==> src/rtl/core/lzgm_pkg.sv <==
// shared types and constants for the greedy lz77 match compressor
// no dependencies; used by lzgm_ctrl, lzgm_dp and the top level

package lzgm_pkg;

   localparam int WINDOW_DEF     = 32768;
   localparam int LOOKAHEAD_DEF  = 258;
   localparam int RING_DEPTH_DEF = 65536;
   localparam int SHORTEST_MATCH = 3;

   localparam int BYTE_W = 8;
   localparam int DIST_W = 16;
   localparam int LEN_W  = 9;
   localparam int RSP_W  = 40;   // 34 payload bits padded to whole bytes

   localparam logic CMD_PUSH  = 1'b0;
   localparam logic CMD_FLUSH = 1'b1;

   localparam logic CSR_MAX_DISTANCE = 1'b0;
   localparam logic CSR_MAX_LENGTH   = 1'b1;

   typedef struct packed {
      logic ready;       // idle, taking a request word
      logic setup;       // latch search bound, start at distance 1
      logic cand_init;   // start comparing one candidate distance
      logic rd_search;   // address the ring with the compare pointers
      logic step;        // bytes matched, move to next byte
      logic cand_end;    // candidate finished, keep best, next distance
      logic emit;        // load token into output register, advance
   } lzgm_cmd_type;

   typedef struct packed {
      logic go;          // accepted word triggers a token
      logic cand_any;    // at least one distance to search
      logic k_more;      // current candidate keeps matching
      logic cand_more;   // another candidate is worth searching
      logic out_free;    // output register can take a token
   } lzgm_sts_type;

endpackage

==> src/rtl/core/lzgm_ctrl.sv <==
// sequencer for the greedy lz77 match search
// depends on lzgm_pkg for command and status structs

module lzgm_ctrl (
   input  logic                  clock,
   input  logic                  reset,
   input  logic                  req_tvalid,
   input  lzgm_pkg::lzgm_sts_type sts,
   output lzgm_pkg::lzgm_cmd_type cmd
);

   typedef enum logic [2:0] {
      ST_IDLE,
      ST_SETUP,
      ST_CAND,
      ST_READ,
      ST_CMP,
      ST_LIT,
      ST_EMIT
   } state_type;

   state_type state_ff, state_in;

   always_comb begin
      state_in = state_ff;
      case (state_ff)
         ST_IDLE: begin
            if (req_tvalid && sts.go) state_in = ST_SETUP;
         end
         ST_SETUP: begin
            state_in = sts.cand_any ? ST_CAND : ST_LIT;
         end
         ST_CAND: state_in = ST_READ;
         ST_READ: state_in = ST_CMP;
         ST_CMP: begin
            if (sts.k_more)         state_in = ST_READ;
            else if (sts.cand_more) state_in = ST_CAND;
            else                    state_in = ST_LIT;
         end
         ST_LIT: state_in = ST_EMIT;
         ST_EMIT: begin
            if (sts.out_free) state_in = ST_IDLE;
         end
         default: state_in = ST_IDLE;
      endcase
   end

   always_ff @(posedge clock) begin
      if (reset) begin
         state_ff <= ST_IDLE;
      end else begin
         state_ff <= state_in;
      end
   end

   always_comb begin
      cmd.ready     = (state_ff == ST_IDLE);
      cmd.setup     = (state_ff == ST_SETUP);
      cmd.cand_init = (state_ff == ST_CAND);
      cmd.rd_search = (state_ff == ST_READ);
      cmd.step      = (state_ff == ST_CMP) && sts.k_more;
      cmd.cand_end  = (state_ff == ST_CMP) && !sts.k_more;
      cmd.emit      = (state_ff == ST_EMIT) && sts.out_free;
   end

endmodule

==> config.mk <==
export PLATFORM = sky130hd
export DESIGN_NAME = lzgm_ctrl
export DESIGN_NICKNAME = d
export VERILOG_FILES = /design/src/rtl/core/lzgm_pkg.sv /design/src/rtl/core/lzgm_ctrl.sv
export SDC_FILE = /design/constraint.sdc
export NUM_CORES = 1
export LEC_CHECK = 0
export BUFFER_PORTS_ARGS = -buffer_cell sky130_fd_sc_hd__buf_2
export CORE_AREA = 2 2 39 41
export DETAILED_ROUTE_END_ITERATION = 10
export DIE_AREA = 0 0 41 43
export PLACE_DENSITY_LB_ADDON = 0.12
export SETUP_SLACK_MARGIN = 0.05
export SLEW_MARGIN = 20
export SYNTH_ARGS = -nofsm -noshare
export SYNTH_HDL_FRONTEND = slang
export SYNTH_SLANG_ARGS = --single-unit
==> constraint.sdc <==
create_clock -name clock -period 2.2 [get_ports clock]
set_input_delay 0.22 -clock clock [delete_from_list [all_inputs] [get_ports clock]]
set_output_delay 0.22 -clock clock [all_outputs]
set_load 0.01 [all_outputs]
* Word-level counts from Yosys, hierarchy flattened
Index checks and enable logic that the tools add are counted.
W data, S select, Z words.
** Word-level totals
- Input bits :: 8
- Register bits :: 3
- Output and inout bits :: 7
** Operators by class
- Mux-type cells :: 6
- Reductions and logical operators :: 7
- Equal/unequal tests :: 8
** Operators by type and width (number)
- $pmux W3 S7 :: 1
- $mux W3 :: 5
- $eq A3 B3 Y1 const B :: 3
- $eq A3 B2 Y1 const B :: 2
- $logic_and A1 B1 Y1 :: 4
- $eq A3 B1 Y1 const B :: 1
- $logic_not A3 Y1 :: 1
- $ne A2 B1 Y1 const B :: 1
- $ne A2 B2 Y1 const B :: 1
- $reduce_and A2 Y1 :: 1
- $logic_not A1 Y1 :: 1

* Longest topological paths before layout
- Depth in word-level cells :: 3
- Depth in mapped cells :: 4
- Mapped depth without buffers :: 3

* Least setup slack after synthesis
Ideal clock, no wire load.
- Path kind :: register to output
- From :: register state_ff[0]
- To :: output port cmd[1] in the netlist's numbering
- Cell stages (with the launch flop) :: 3
- Data arrival time :: 995 ps
- Slack :: 985 ps
- Required time :: 1980 ps
- Path buffers :: 1
- Cells stage by stage :: dfxtp_1 > clkbuf_1 > nor4b_1
** RTL lines
- from (decl) :: line lzgm_ctrl.sv:22 : state_type state_ff, state_in;
- from (signal assigned) :: line lzgm_ctrl.sv:52 : state_ff <= state_in;
- to (decl) :: line lzgm_ctrl.sv:9 : output lzgm_pkg::lzgm_cmd_type cmd

==> reports/results.ini <==
[pwr]
switchingPower_mw=0.06774
combPwrFrac_pct=21.3
ir_drop_v=0.0002512
power_density_mw_per_mm2=623.4
seq_power_share_pct=33.1
p_sw_share_pct=30.79
p_int_mw=0.1522
clockPowerShare_pct=45.6
leakage_nw=0.1632

[timing]
worstMarginPinSlew_ps=418.7
setup_slack_ps=768.9
setup_violations=0
whs_ps=177.6
period_needed_ps=1431
max_freq_ghz=0.6988
clock_skew_ps=0.1134
hold_viol_final=0
slew_headroom_pct=72.05
rsz0062_at_grt=no
final_max_slew_viol_count=0
tns_ps=0
period_share_pct=65.05

[logic_synthesis]
yosys.area.top_type=dfxtp_1
yosys-top-cells-area=dfxtp_1, o32ai_2, buf_6
synthArstFlopShare_pct=0
synth_top_family_by_area=simple AND/OR/NAND/NOR gates
synth.top_cell.area_share_pct=23.41
yosys_register_bits=3
avgSynthCellArea_um2=8.016
netlist_area_um2=256.5
yosys_warnings=0
synth-edff-count=0
synthMuxAreaShare_pct=0
syn_nets=40
synth_adder_area_share_pct=0
synth_flop_cell=dfxtp_1
yosys.area_share.simple_pct=41.95
ys_seq_area_share_pct=23.41
synth_cell_type_count=24
synth_compound_area_share_pct=25.37
yosys.area_share.xor_xnor_pct=0
syn_inst=32

[drt]
drt_iter0_drc=0
first_pass_iters=1
num_vias=285
drtAntennaViolNets=0
wl_per_cell_um=10.75
drt-vias-per-instance=4.524
drt_drc_violations_left=0
totalWireLength_um=677

[floorplanning]
initial_utilization_pct=18.54
core-area_mm2=0.001384
die-area_mm2=0.001763
die_y_um=43
io_pins=15
placementRows=14
die-width_um=41

[cts]
cts-htree-levels=1
cts_resized=0
cts_root_buffer=clkbuf_4
hold_buffers=0
cts_tree=yes
postCtsSetupBuffers=0
clock-sinks=3
cts_max_path_buffers=2
worstSkewPairLatency_ps=240
cts_made_buffers=3
clkTransAtPathRegs_ps=40

[worst_setup_path]
worst-path-buf-inv=1
cp.required_ps=1980
endpoint_kind=output pin
worst_path_max_delay_cell=dfxtp_1
cp.arrival_ps=1210
path_cells=nor4b_1 > buf_2
r2r_cells=3
start_kind=flip-flop
slowest_delay_ps=540
worstSetupPathType=flip-flop to output pin
cp_num_cells=2
crit_family=flip-flops
worst-path-max-fanout=13

[place]
dpl.hpwl_um=476.6
gp_congestion=0.6091
io_buffer_count=14
post-place-cells=59
pre_cts_ws_ps=859.4

[layout]
top_register=state_ff
n_antenna_cell=0
nets=56
final_cell_count_no_fill=63
top_regs=state_ff (3)
area_growth_pct=37.56
final_cell_mix=buf_2, nor2_1, nand2_1, clkbuf_4, dfxtp_1
largest_reg_flops=3
drive_above_1_share_pct=38.30
final_util_pct=25.50
fillers=167
final_common_cell=buf_2

[grt]
grt_pass1_vias=230
grt_max_degree=15
globalRouteOverflowTotal=0
antenna_found_initial=0
grt_pass1_wl_um=966
grt.total_usage_pct=8.517

[min_path]
hold_class=input port to flip-flop
whs_path_depth=2

[run]
max_cap_viol_count=0

[outcome]
status=finished clean

-- metal layers --
| metal | routed length, um | vias up | GRT usage, % |
|---|---|---|---|
| met3 | 50 | 2 | 0.5236 |
| met2 | 285 | 11 | 8.438 |
| li1 | - | 149 | - |
| met5 | 0 | - | 0 |
| met1 | 318 | 123 | 12.46 |
| met4 | 23 | 0 | 12.00 |
-- cell usage after synthesis (all sizes together) (2+ instances only) --
master  instances
a21oi           2
buf             2
dfxtp           3
nand2           3
nor2            3
nor3            2
-- cells by family after synthesis --
group,after synthesis
compound gates,8
buf+inv,4
flops,3
simple gates,17
-- per-stage QoR --
| stage | total power, mW | cell area, um2 |
|---|---|---|
| 6_report | 0.2200 | 352.8 |
| 5_1_grt | 0.2314 | 352.8 |
| 4_1_cts | 0.2256 | 352.8 |
| 3_5_place_dp | 0.1211 | 326.6 |
| 3_3_place_gp | 0.1201 | 326.6 |
| 2_1_floorplan | 0.1019 | 256.5 |
-- power by group through the flow --
stage          combinational (mW)  sequential [mW]  clock [mW]
2_1_floorplan              0.0384           0.0635           0
6_report                   0.0470           0.0727       0.100
3_5_place_dp               0.0474           0.0737           0
3_3_place_gp               0.0473           0.0728           0
5_1_grt                    0.0520           0.0746       0.105
4_1_cts                    0.0478           0.0728       0.105
-- final cells by class --
cell class                      instances  area (um2)  share of cell area (%)
Sequential cell                         3       60.06                   17.02
Inverter                                1       3.754                   1.064
Multi-Input combinational cell         25       172.7                   48.94
Timing Repair Buffer                   14       70.07                   19.86
Clock buffer                            4       26.28                   7.447
Tap cell                               16       20.02                   5.674
-- path summary, 6_finish.rpt --
check / from / end / slack, ps
hold / removal: reset / state_ff[1]$_SDFFE_PP0P_ / 180
setup / recovery: state_ff[2]$_SDFFE_PP0P_ / cmd[1] / 770
setup reg to reg: state_ff[1]$_SDFFE_PP0P_ / state_ff[2]$_SDFFE_PP0P_ / 850
hold reg to reg: state_ff[1]$_SDFFE_PP0P_ / state_ff[1]$_SDFFE_PP0P_ / 680
(Power assumes the default switching activity.)
